===== src/rtl/lcdnp_pkg.sv =====
// Shared types and constants for the LCD decimal print block.
`default_nettype none
package lcdnp_pkg;

  localparam int MAX_DIGITS_DEF = 5;

  // Cursor commands and ASCII codes.
  localparam logic [7:0] CMD_HOME   = 8'h80;
  localparam logic [7:0] LINE1_BASE = 8'h80;
  localparam logic [7:0] LINE2_BASE = 8'hc0;
  localparam logic [7:0] LINE3_BASE = 8'h94;
  localparam logic [7:0] LINE4_BASE = 8'hd4;
  localparam logic [7:0] ASCII_ZERO = 8'd48;
  localparam logic [7:0] ASCII_E    = 8'h45;

  // q = (v * RECIP_10) >> RECIP_SHIFT is floor(v / 10) for every 32-bit v.
  localparam logic [31:0] RECIP_10    = 32'hcccccccd;
  localparam int          RECIP_SHIFT = 35;

  typedef struct packed {
    logic [7:0]  row;
    logic [4:0]  column;
    logic [31:0] value;
    logic [3:0]  digit_count;
  } num_t;

  typedef struct packed {
    logic [7:0] out_byte;
    logic       is_command;
    logic       last;
  } lcd_t;

  // Classified job handed from front to back.
  typedef struct packed {
    logic       has_cmd;
    logic [7:0] cmd_byte;
    logic       is_err;
    logic [3:0] ndig;
  } job_t;

  localparam int JOB_W = $bits(job_t);

  typedef enum logic {
    FRONT_IDLE,
    FRONT_CONV
  } front_state_t;

endpackage
`default_nettype wire


===== src/rtl/lcdnp_back.sv =====
// Back end: walk the head job and emit one LCD byte per beat.
`default_nettype none
module lcdnp_back #(
  parameter int MAX_DIGITS = lcdnp_pkg::MAX_DIGITS_DEF
) (
  input  wire logic                    clk,
  input  wire logic                    rst,
  input  wire logic                    not_empty,
  input  wire lcdnp_pkg::job_t         job,
  input  wire logic [4*MAX_DIGITS-1:0] digits,
  output logic                         pop,
  output logic                         lcd_valid,
  input  wire logic                    lcd_stall,
  output lcdnp_pkg::lcd_t              lcd
);

  logic [3:0] pos, k, di, total, digit;
  logic       is_last, fire;

  always_comb begin
    total   = {3'b000, job.has_cmd} + (job.is_err ? 4'd1 : job.ndig);
    k       = pos - {3'b000, job.has_cmd};
    di      = job.ndig - 4'd1 - k;
    is_last = (pos == total - 4'd1);

    digit = 4'd0;
    for (int i = 0; i < MAX_DIGITS; i++) begin
      if (di == 4'(i)) begin
        digit = digits[4*i +: 4];
      end
    end

    lcd.last       = is_last;
    lcd.is_command = 1'b0;
    if (job.has_cmd && pos == 4'd0) begin
      lcd.out_byte   = job.cmd_byte;
      lcd.is_command = 1'b1;
    end else if (job.is_err) begin
      lcd.out_byte = lcdnp_pkg::ASCII_E;
    end else begin
      lcd.out_byte = lcdnp_pkg::ASCII_ZERO + {4'b0000, digit};
    end
  end

  assign lcd_valid = not_empty;
  assign fire      = lcd_valid && !lcd_stall;
  assign pop       = fire && is_last;

  always_ff @(posedge clk) begin
    if (rst) begin
      pos <= 4'd0;
    end else if (fire) begin
      pos <= is_last ? 4'd0 : pos + 4'd1;
    end
  end

endmodule
`default_nettype wire


===== config.mk =====
export PLATFORM = sky130hd
export DESIGN_NAME = lcdnp_back
export DESIGN_NICKNAME = d
export VERILOG_FILES = /design/src/rtl/lcdnp_pkg.sv /design/src/rtl/lcdnp_back.sv
export SDC_FILE = /design/constraint.sdc
export NUM_CORES = 1
export LEC_CHECK = 0
export BUFFER_PORTS_ARGS = -buffer_cell sky130_fd_sc_hd__buf_2
export CORE_UTILIZATION = 25
export CTS_CLUSTER_DIAMETER = 40
export DETAILED_ROUTE_END_ITERATION = 6
export GPL_ROUTABILITY_DRIVEN = 1
export SLEW_MARGIN = 20
export SYNTH_ARGS = -nofsm -noshare
export SYNTH_HDL_FRONTEND = slang
export SYNTH_SLANG_ARGS = --single-unit

===== constraint.sdc =====
create_clock -name clk -period 2.85 [get_ports clk]
set_input_delay 0.285 -clock clk [delete_from_list [all_inputs] [get_ports clk]]
set_output_delay 0.285 -clock clk [all_outputs]
set_load 0.02 [all_outputs]

* Word level (Yosys, flattened, before mapping)
Index checks and enable logic that the tools add are counted.
** Word-level totals
- Input port bits :: 38
- Word-level logic and storage cells :: 29
- Output and inout bits :: 12
- Bits in registers :: 4
** Cells by class
- Add/subtract/negate cells :: 7
- Reductions and logical operators :: 6
- Equal/unequal tests :: 5
- Mux-type cells :: 10
** Operators with widths (number)
- $mux W4 :: 7
- $eq A4 B2 Y1 const B :: 2
- $logic_not A4 Y1 :: 2
- $mux W8 :: 1
- $sub A4 B1 Y4 const B :: 2
- $add A6 B4 Y7 const A :: 1
- $mux W7 :: 1
- $add A1 B4 Y4 :: 1
- $add A4 B1 Y4 const B :: 1
- $eq A4 B1 Y1 const B :: 1
- $eq A4 B3 Y1 const B :: 1
- $eq A4 B4 Y1 :: 1
- $sub A4 B1 Y4 :: 1
- $sub A4 B4 Y4 :: 1
- $logic_and A1 B1 Y1 :: 3
- $logic_not A1 Y1 :: 1
- $mux W1 :: 1

* Longest topological paths before layout
- Depth in word-level cells :: 11
- Gate-level depth with buffers :: 8
- Depth with buffers taken out :: 8

* Worst setup path before layout
OpenSTA, ideal clock, no wires.
- Kind :: register to output
- From :: register pos[0]
- To :: output lcd[2] in the netlist's numbering
- Required time :: 2.565 ns
- Cell stages (with the launch flop) :: 9
- Path slack :: 0.132 ns
- Path buffers :: 1
- Arrival :: 2.433 ns
- Cell sequence :: dfxtp_1 > inv_1 > fa_1 > fa_1 > buf_6 > mux2_1 > a21oi_1 > o22ai_1 > a221o_1
** RTL lines
- start, declared :: RTL line lcdnp_back.sv:17 : logic [3:0] pos, k, di, total, digit;
- start signal, assigned :: RTL line lcdnp_back.sv:53 : pos <= is_last ? 4'd0 : pos + 4'd1;
- end, declared :: RTL line lcdnp_back.sv:14 : output lcdnp_pkg::lcd_t lcd

==> impl_summary.md <==
Status
The run finished, with violations left. The checks that failed: design-rule violations.

GRT
The largest net degree at the start of global routing is 13. The total routing resource utilization after global routing is 0.130. The total overflow reported by the global router is 0.

The via count of the first global-routing pass is 822. The wire length of the first global-routing pass is 3280 microns. The number of antenna violations at the first check in global routing came to 0.

Floorplan
The initial utilization of the core area, before any placement, comes to 0.268. The site row count is 19. The die is 56.8 microns wide. The area enclosed by the die boundary is 0.00323 sq mm.

50 I/O pins were placed. The height of the die is 56.8 microns. The floorplan step defined a core boundary enclosing 0.00281 sq mm.

Synthesis
The count of mapped cells out of synthesis is 88. Yosys mapped a number of flops with a built-in enable equal to 0. The number of unique standard cell types used by synthesis is 34.

The most common flop cell mapped by yosys is sky130_fd_sc_hd__dfxtp_1. A synthesized cell averages 8.55 sq um. After synthesis, the cell types taking the most area are sky130_fd_sc_hd__dfxtp_1 11%, sky130_fd_sc_hd__ha_1 10%, sky130_fd_sc_hd__mux4_2 6.0%.

The share of synthesized area in the top cell type comes to 0.106. The biggest area consumer among synthesized cells is sky130_fd_sc_hd__dfxtp_1. The sequential cell area fraction in the yosys report is 0.106.

During synthesis, Yosys emitted a total of 0 warnings. Counting flops and latches in the post-synthesis netlist gives 4. The cell area that synthesis handed to floorplanning was 752 sq um. The synthesized netlist net count is 134. The fraction of synthesis flops using an asynchronous set or reset pin is 0.

Power and ir drop
The power density over the cells is 343 mW/mm^2. IR analysis of the VDD net gives a maximum drop of 0.175 mV. In this run the static leakage power is 0.558 nW.

Clock network
The H-tree depth reported by CTS is 1. The clock-pin slew on the worst setup and hold paths is 0.03 ns. The clock root buffer master is sky130_fd_sc_hd__clkbuf_4. The buffer depth of the longest clock path is 2. In this run, CTS created clock tree buffers numbering 3. The clock latency at the later pin of the worst-skew pair is 0.24 ns. The hold buffer count at cts is 0. The number of clock sinks is 4.

The CTS tree is done.

STA
Of the available clock period, the critical path in the final layout requires 0.998. Setup total negative slack on the finished layout was measured at 0 ns. Setup violations remaining at the end of the flow were counted as 0. Timing would allow up to 0.352 GHz.

Once routing completed, OpenROAD measured the worst setup slack at 0.00549 ns. The minimum clock period after layout is 2.84 ns. Setup repair after global routing could not meet its margin everywhere. The setup clock skew after layout is 0.00133 ns. The actual slew at the worst max-slew pin is 0.422 ns.

The hold violation total from the final report is 0. Measured against its own limit, the worst slew margin works out to 0.718. The number of max-slew violations in the final report is 0.

Drt
The wire length per cell is 11.3 microns. The length of the first detailed-routing pass in iterations is 6. The first routing iteration left 52 violations. The total wire length is 1960 microns.

For this run, design rule violations remaining after detail routing come to 18. The ratio of routed vias to standard cells is 4.86. The number of vias after detailed routing is 840.

Once detail routing completed, the nets flagged for antenna violations numbered 0.

Cells and area
The largest registers in the layout are pos (4). The number of antenna diodes is 0. The register with the most flip-flops in the layout has 4 of them.

Relative to the synthesized area, the layout overhead comes to 47.6%. For this run, the post-layout net count is 190. The end-of-flow core utilization is 0.396. Ranked by flip-flop count, first place goes to pos.

The ratio of cells with drive above 1 in the final layout is 0.521. After routing the design area is 0.00111 sq mm.

Critical path
The maximum single-stage delay on the critical path is 0.61 ns. The largest fanout of any net on the critical path is 4. The critical path capture point type is a primary output. The critical path launch point type is a register. The cell at the slowest stage of the critical path is sky130_fd_sc_hd__fa_2. The signal on the critical path passes through inv_2, fa_2, fa_2, mux2_4, a21oi_2, o22ai_1, a221o_1, buf_6.

The critical path in this run is classified as register to primary output. The register-to-register setup slack is 1.49 ns. The required time of the critical path is 2.57 ns. Data on the critical path arrives at its endpoint at 2.56 ns. The most numerous cell type found on the critical path is sky130_fd_sc_hd__fa_2.

Placement
The HPWL reported at the end of detailed placement is 1660 microns. The congestion estimate from routability-driven global placement came to 0.954. The pre-CTS setup slack is 0.0409 ns. The placed instances occupy a cell area of 0.00103 sq mm. Buffers placed on the I/O ports in this run total 49.

Run
The tool flagged a number of max-cap violations equal to 0.

Min path
The worst hold-check path type is input port to register.
synthesized netlist by cell type (3+ instances only):
cell type,n
sky130_fd_sc_hd__dfxtp_1,4
sky130_fd_sc_hd__nor2_1,4
sky130_fd_sc_hd__a21o_1,4
sky130_fd_sc_hd__ha_1,6
sky130_fd_sc_hd__xor2_1,5
sky130_fd_sc_hd__inv_1,5
sky130_fd_sc_hd__xnor2_1,4
sky130_fd_sc_hd__nor3_1,5
sky130_fd_sc_hd__a21oi_1,7
sky130_fd_sc_hd__nand2_1,7
sky130_fd_sc_hd__nor3b_1,3
sky130_fd_sc_hd__buf_4,3
metrics by stage:
stage / total power [W] / hold WS [ns] / instances
after floorplan: 0.000218 / 0.362 / 88
after global placement: 0.000280 / 0.500 / 167
after detailed placement: 0.000283 / 0.508 / 167
after CTS: 0.000380 / 0.251 / 172
after global routing: 0.000407 / 0.270 / 173
final: 0.000380 / 0.254 / 173
cell type report:
cell class | count | area (sq um)
fillers | 290 | 1700
multi-input cells | 74 | 634
repair buffers | 56 | 314
flip-flops and latches | 4 | 81.3
well taps | 31 | 38.8
clock buffers | 3 | 22.5
inverters | 5 | 18.8
cell families after synthesis:
family | Yosys count | share of synthesized area
compound gates | 20 | 0.171
xor+xnor | 10 | 0.126
simple gates | 30 | 0.250
flops | 4 | 0.106
fa+ha+maj | 8 | 0.153
mux | 6 | 0.116
buf+inv | 10 | 0.0765
layout by cell type (no fill, tap or decap), drive strengths merged, types with 2 or more instances in the layout:
cell type and n:
a21o 4, a21oi 8, a221o 2, buf 56, clkbuf 3, dfxtp 4, fa 2, ha 6
inv 5, mux2 2, mux2i 2, mux4 2, nand2 7, nor2 4, nor2b 3, nor3 6
nor3b 3, nor4b 2, o21ai 3, o22ai 2, xnor2 5, xor2 5
what timing repair did:
item	4_1_cts	5_1_grt
gates resized for setup	12	1
endpoints found under the setup margin	3	3
setup buffers	2	1
pin swaps	6	6
worst paths after layout:
check | startpoint | end | cells after the start
max reg2reg | pos[2] | pos[2] | 5
max | pos[0] | lcd[2] | 8
min | rst | pos[0] | 2
min reg2reg | pos[0] | pos[0] | 3
power breakdown:
part | switching, W | total (W) | internal (W)
sequential | 0.00000163 | 0.0000602 | 0.0000586
combinational | 0.000123 | 0.000251 | 0.000128
clock | 0.0000223 | 0.0000693 | 0.0000470
total | 0.000147 | 0.000380 | 0.000234
routing by layer:
layer  vias to the layer above  part of all wire  track usage
met5                         -                 0            0
met2                        51              0.43        0.219
met1                       360              0.42        0.146
met4                         0             0.026       0.0767
met3                         5              0.12       0.0323
li1                        424                 -            -
worst max-delay path, delay by kind of cell, from the launching register on:
kind | cells | cell delay (ns)
muxes | 1 | 0.32
adders and majority gates | 2 | 0.96
buffers and inverters | 2 | 0.18
DFF | 1 | 0.32
AOI/OAI and AO/OA | 3 | 0.54
Power figures use the tool's default switching activity.
