**src/rtl/lcdnp_queue.sv**
```systemverilog
// Two-entry queue between the front and back ends.
`default_nettype none
module lcdnp_queue #(
  parameter int WIDTH = 8
) (
  input  wire logic             clk,
  input  wire logic             rst,
  input  wire logic             push,
  input  wire logic [WIDTH-1:0] push_data,
  output logic                  full,
  input  wire logic             pop,
  output logic                  not_empty,
  output logic [WIDTH-1:0]      head
);

  logic [WIDTH-1:0] entry [2];
  logic             wr_ptr, rd_ptr;
  logic [1:0]       count;

  assign full      = (count == 2'd2);
  assign not_empty = (count != 2'd0);
  assign head      = entry[rd_ptr];

  always_ff @(posedge clk) begin
    if (rst) begin
      wr_ptr <= 1'b0;
      rd_ptr <= 1'b0;
      count  <= 2'd0;
    end else begin
      if (push) begin
        wr_ptr <= ~wr_ptr;
      end
      if (pop) begin
        rd_ptr <= ~rd_ptr;
      end
      count <= count + {1'b0, push} - {1'b0, pop};
    end
  end

  always_ff @(posedge clk) begin
    if (push) begin
      entry[wr_ptr] <= push_data;
    end
  end

endmodule
`default_nettype wire

```
**config.mk**
```make
export PLATFORM = sky130hd
export DESIGN_NAME = lcdnp_queue
export DESIGN_NICKNAME = d
export VERILOG_FILES = /design/src/rtl/lcdnp_queue.sv
export SDC_FILE = /design/constraint.sdc
export NUM_CORES = 1
export LEC_CHECK = 0
export BUFFER_PORTS_ARGS = -buffer_cell sky130_fd_sc_hd__buf_2
export CORE_MARGIN = 4
export CORE_UTILIZATION = 44
export CTS_CLUSTER_DIAMETER = 50
export DETAILED_ROUTE_END_ITERATION = 8
export PLACE_DENSITY = 0.81
export RECOVER_POWER = 50
export SETUP_SLACK_MARGIN = 0.3
export SKIP_LAST_GASP = 1
export SLEW_MARGIN = 20
export SYNTH_ARGS = -nofsm -noshare
export SYNTH_HDL_FRONTEND = slang
export SYNTH_SLANG_ARGS = --single-unit
```
**constraint.sdc**
```tcl
create_clock -name clk -period 1 [get_ports clk]
set_input_delay 0.1 -clock clk [delete_from_list [all_inputs] [get_ports clk]]
set_output_delay 0.1 -clock clk [all_outputs]
set_load 0.005 [all_outputs]
```
### Word level (Yosys, flattened, before mapping)

Memories as Yosys holds them, arrays and structs flattened. A register that Yosys moved wholly into a read port is not among the register bits.
Index checks and enable logic that the tools add are counted.

* register bits after elaboration: 4
* memory bits (writable): 16
* memories kept: 1

* add/subtract/negate cells: 2
* eq/ne operators: 1
* muxes and demuxes: 4
* bitwise gates (word level): 2
* reductions and logical operators: 1

Memory list
* entry: words 2, bits a word 8, read ports 1, clocked after Yosys merged registers in 1, write ports 1, RTL line 16 `logic [WIDTH-1:0] entry [2];`

Operators by type and width (number)
* 2-to-1 mux 1 bit: 4
* adder 2 x 1 -> 2 bit: 1
* equality test 2 bit (second input constant): 1
* inverter 1 bit: 2
* nonzero test 2 bit: 1
* subtractor 2 x 1 -> 2 bit: 1

### Logic depth before layout (Yosys ltp)

* word-level depth: 3
* depth in mapped cells: 6
* depth with buffers taken out: 6

### Worst setup path before layout

No wires, ideal clock.

* path kind: register to register
* start: register count[0]
* end: register count[1]
* library setup time: 0.110 ns
* arrival: 1.022 ns
* slack: -0.132 ns
* stages on the path, launching flop included: 7
* path buffers: 0
* path through: dfxtp_1 inv_1 ha_1 inv_1 ha_1 xnor3_1 nor2_1

* longest elaborated chain between the ends: 2

RTL lines
* from (decl): RTL line 18 `logic [1:0] count;`
* from (signal assigned): RTL line 36 `count <= count + {1'b0, push} - {1'b0, pop};`
* adder 2 x 1 -> 2 bit: RTL line 36
* subtractor 2 x 1 -> 2 bit: RTL line 36

No other way between the ends.
A chain may end at the register's enable or synchronous reset.

==> report_table.html <==
<table>
<tr><th>Metric</th><th>Value</th></tr>
<tr><th colspan="2">Outcome</th></tr>
<tr><td>Result of the run</td><td>complete, but fails checks</td></tr>
<tr><td>Violations in the final reports</td><td>setup timing</td></tr>
<tr><th colspan="2">Critical path</th></tr>
<tr><td>Kind of critical path</td><td>reg -&gt; out</td></tr>
<tr><td>Internal reg-to-reg setup slack</td><td>-160 ps</td></tr>
<tr><td>Instance count on the critical path</td><td>2</td></tr>
<tr><td>Launching point of the worst reg2reg path</td><td>count[0]</td></tr>
<tr><td>Last element of the critical path</td><td>head[6]</td></tr>
<tr><td>Capturing point of the worst reg2reg path</td><td>count[1]</td></tr>
<tr><td>Cell with the biggest individual delay on the critical path</td><td>sky130_fd_sc_hd__dfxtp_4</td></tr>
<tr><td>Total buffers and inverters traversed by the critical path</td><td>1</td></tr>
<tr><td>Nature of the critical path endpoint</td><td>output pin</td></tr>
<tr><td>Required time reported for the critical path endpoint</td><td>about 900 ps</td></tr>
<tr><td>Family with the most delay on the worst path</td><td>flip-flops</td></tr>
<tr><td>Maximum single-stage delay on the critical path</td><td>roughly 460 ps</td></tr>
<tr><td>Cells along the critical path</td><td>mux2_4 -&gt; buf_6</td></tr>
<tr><td>Worst Reg-to-Reg Cells</td><td>6</td></tr>
<tr><td>Max FO, Critical Path</td><td>8</td></tr>
<tr><td>Critical path data arrival time</td><td>approximately 1200 ps</td></tr>
<tr><td>Startpoint kind of the worst setup timing path</td><td>register</td></tr>
<tr><th colspan="2">Routing</th></tr>
<tr><td>Starting DRT DRC Count</td><td>8</td></tr>
<tr><td>WL per Instance</td><td>between 10 and 15 um</td></tr>
<tr><td>Total Routed Length</td><td>about 1400 um</td></tr>
<tr><td>Number of routed nets with antenna violations</td><td>0</td></tr>
<tr><td>Number of iterations in the first detailed-routing pass</td><td>3</td></tr>
<tr><td>DRC violations left</td><td>0</td></tr>
<tr><td>Via count</td><td>approximately 480</td></tr>
<tr><td>DR vias/cell</td><td>4.55</td></tr>
<tr><th colspan="2">Power</th></tr>
<tr><td>Overall power of the completed layout</td><td>around 1.9 mW</td></tr>
<tr><td>Switching fraction of total power</td><td>a little under a quarter</td></tr>
<tr><td>Int Pwr</td><td>1.47 mW</td></tr>
<tr><td>Register share of total power</td><td>between 50% and 60%</td></tr>
<tr><td>Lkg Pwr</td><td>approximately 0.5 nW</td></tr>
<tr><td>Reported net switching power</td><td>430 uW</td></tr>
<tr><td>Power Density</td><td>about 1600 mW/mm^2</td></tr>
<tr><td>Proportion of power drawn by the clock network</td><td>20.2%</td></tr>
<tr><td>Maximum vdd ir drop</td><td>between 0.0009 and 0.001 V</td></tr>
<tr><td>Share of power burned in combinational logic</td><td>23.4%</td></tr>
<tr><th colspan="2">Logic synthesis</th></tr>
<tr><td>Fraction of the yosys area taken by sequential cells</td><td>between 70% and 80%</td></tr>
<tr><td>Area fraction in compound gates after synthesis</td><td>0%</td></tr>
<tr><td>Synthesized area</td><td>roughly 790 sq um</td></tr>
<tr><td>Gate count after technology mapping</td><td>between 40 and 50</td></tr>
<tr><td>Fraction of post-synthesis cell area in the top cell type by area</td><td>60.5%</td></tr>
<tr><td>Net Count, Synth</td><td>60</td></tr>
<tr><td>Adder-cell area share of the yosys netlist</td><td>under 10%</td></tr>
<tr><td>Basic-gate share of the synthesized area counting and, or, nand and nor cells</td><td>between 5 and 6%</td></tr>
<tr><td>XOR/XNOR share of the synthesized area</td><td>about 5.0%</td></tr>
<tr><td>Flop and latch count out of synthesis</td><td>21</td></tr>
<tr><td>Synth top area cells</td><td>sky130_fd_sc_hd__edfxtp_1, sky130_fd_sc_hd__dfxtp_1, sky130_fd_sc_hd__mux2_1</td></tr>
<tr><td>Synthesized area per cell</td><td>between 15 and 20 sq um</td></tr>
<tr><td>Biggest area consumer among synthesized cells</td><td>sky130_fd_sc_hd__edfxtp_1</td></tr>
<tr><td>Combinational family with the most area after synthesis</td><td>multiplexers</td></tr>
<tr><td>Ys Warns</td><td>0</td></tr>
<tr><td>Yosys cell types</td><td>12</td></tr>
<tr><td>Proportion of synthesized area in mux cells</td><td>approximately 11%</td></tr>
<tr><th colspan="2">CTS</th></tr>
<tr><td>Root buffer cell</td><td>sky130_fd_sc_hd__clkbuf_4</td></tr>
<tr><td>Deepest clock path buffer count</td><td>2</td></tr>
<tr><td>Depth of the CTS H-tree</td><td>1</td></tr>
<tr><td>Clock tree from TritonCTS</td><td>yes</td></tr>
<tr><td>Clock buffers created by TritonCTS</td><td>3</td></tr>
<tr><td>Number of clock sinks</td><td>21</td></tr>
<tr><td>Clk_lat worst skew</td><td>290 ps</td></tr>
<tr><td>Worst-path clk slew</td><td>110 ps</td></tr>
<tr><th colspan="2">GRT</th></tr>
<tr><td>Sum of overflow across all layers after global routing</td><td>0</td></tr>
<tr><td>Gr usage total</td><td>between 10% and 20%</td></tr>
<tr><td>First-pass GRT wire length</td><td>2230 um</td></tr>
<tr><td>Maximum number of pins on one net before global-route repair</td><td>13</td></tr>
<tr><td>Via count of the first global-routing pass</td><td>516</td></tr>
<tr><td>Initial antenna violation count</td><td>0</td></tr>
<tr><th colspan="2">STA</th></tr>
<tr><td>Minimum period implied by the final worst setup slack</td><td>roughly 1300 ps</td></tr>
<tr><td>Final number of setup-violating endpoints</td><td>12</td></tr>
<tr><td>Worst hold slack</td><td>44.9 ps</td></tr>
<tr><td>Tightest slew margin relative to the limit</td><td>slightly above 80%</td></tr>
<tr><td>Highest achievable clock rate</td><td>approximately 780 MHz</td></tr>
<tr><td>Final critical-path share of the clock period</td><td>129%</td></tr>
<tr><td>Final worst slack</td><td>-287 ps</td></tr>
<tr><td>Worst clock skew on the final layout</td><td>approximately 4.0 ps</td></tr>
<tr><td>Total negative slack</td><td>-2690 ps</td></tr>
<tr><td>RSZ-0062 raised after global routing</td><td>yes</td></tr>
<tr><td>Worst Max-Slew Pin Slew</td><td>273 ps</td></tr>
<tr><td>Slew Viols, Final</td><td>0</td></tr>
<tr><td>Hold Violations, Final</td><td>0</td></tr>
<tr><th colspan="2">Job</th></tr>
<tr><td>Max-cap violations</td><td>0</td></tr>
<tr><th colspan="2">Layout</th></tr>
<tr><td>Diode count</td><td>0</td></tr>
<tr><td>Area growth from synthesis to layout</td><td>52.3%</td></tr>
<tr><td>Nets</td><td>96</td></tr>
<tr><td>Commonest non-fill, non-tap cells in the layout</td><td>sky130_fd_sc_hd__edfxtp_1, sky130_fd_sc_hd__buf_2, sky130_fd_sc_hd__buf_6, sky130_fd_sc_hd__mux2_4, sky130_fd_sc_hd__dlygate4sd3_1</td></tr>
<tr><td>Filler instances</td><td>130</td></tr>
<tr><td>Leading cell type in the layout, fill and taps excluded</td><td>sky130_fd_sc_hd__edfxtp_1</td></tr>
<tr><td>Ratio of cells with drive above 1 in the final layout</td><td>between 50% and 60%</td></tr>
<tr><th colspan="2">Floorplanning</th></tr>
<tr><td>Std-Cell Rows</td><td>15</td></tr>
<tr><td>IO Pins</td><td>22</td></tr>
<tr><td>Initial Util</td><td>around 46%</td></tr>
<tr><td>Width of the die</td><td>around 50 um</td></tr>
<tr><td>Die extent in y</td><td>around 50 um</td></tr>
<tr><td>Die area</td><td>roughly 0.0025 sq mm</td></tr>
<tr><td>Placeable core area</td><td>roughly 0.0017 sq mm</td></tr>
<tr><th colspan="2">Placed design</th></tr>
<tr><td>Number of buffers added on ports</td><td>21</td></tr>
<tr><td>Post-placement worst setup slack</td><td>-153 ps</td></tr>
<tr><td>Final Wtd Congestion</td><td>0.621</td></tr>
<tr><th colspan="2">Min path</th></tr>
<tr><td>Min-Delay Path Class</td><td>in -&gt; reg</td></tr>
</table>
metal layers:
metal  up-vias  wire length (um)  track usage, %
met4         0                15            6.73
met5         -                 0               0
met2        14               749            21.3
met1       233               544            14.0
li1        233                 -               -
met3         2                66            2.67
sequential cells by signal, summed over array words and instances, names as in the netlist, named ones only:
register  cells
wr_ptr        1
count         2
entry        16
rd_ptr        1
area by class of cell:
| type | instances | area, sq um | area share (%) |
|---|---|---|---|
| Timing Repair Buffer | 32 | 262 | 21.6 |
| Clock buffer | 3 | 22.5 | 1.86 |
| Clock inverter | 1 | 5.00 | 0.414 |
| Sequential cell | 21 | 591 | 48.8 |
| Tap cell | 25 | 31.3 | 2.59 |
| Inverter | 2 | 10.0 | 0.827 |
| Multi-Input combinational cell | 22 | 289 | 23.9 |
synthesized netlist by cell type (all sizes together):
library cell  instances
and2                  1
buf                   1
dfxtp                 5
edfxtp               16
ha                    2
inv                   2
mux2                  8
nor2                  4
nor2b                 3
or2                   1
xnor2                 2
xnor3                 1
power groups by stage:
stage	clock network, mW	logic (mW)	registers [mW]
finish	0.384	0.445	1.07
global route	0.457	0.490	1.08
CTS	0.404	0.396	1.07
detailed placement	0	0.301	1.09
global placement	0	0.290	1.08
floorplan	0	0.209	1.06
per-stage QoR:
step,instances,area [sq um],utilization [%]
floorplan,46,845,-
global placement,93,985,57.0
detailed placement,93,985,57.0
CTS,105,1170,67.8
global route,106,1210,70.1
finish,106,1210,70.1
worst reg2reg max path: stages (launching register included):
cell and delay (ps):
sky130_fd_sc_hd__dfxtp_2 360, sky130_fd_sc_hd__inv_2 50, sky130_fd_sc_hd__ha_4 260, sky130_fd_sc_hd__inv_4 30, sky130_fd_sc_hd__ha_4 140, sky130_fd_sc_hd__xnor3_1 190
sky130_fd_sc_hd__nor2_1 40
worst min path at each step:
stage                            start  slack, ps           to  depth (start not counted)
after floorplan                    rst        160     count[0]                          1
after global placement    push_data[0]        290  entry[1][0]                          1
after detailed placement  push_data[2]        290  entry[1][2]                          1
after CTS                          rst          3     count[1]                          2
after global routing               rst         30     count[0]                          2
final                              rst         40     count[0]                          2
logic make-up after synthesis:
kind of cell / Yosys count
xor gates and xnor gates: 3
DFF: 21
and+or+nand+nor: 9
buffers and inverters: 3
adders and majority gates: 2
muxes: 8
timing repair:
item | in CTS | in global routing
resized for setup | 15 | 10
hold buffers | 8 | 0
pin swaps | 3 | 4
setup buffers | 0 | 1
hold endpoints to repair | 16 | 0
setup endpoints to repair | 28 | 31
(Power assumes the default switching activity.)
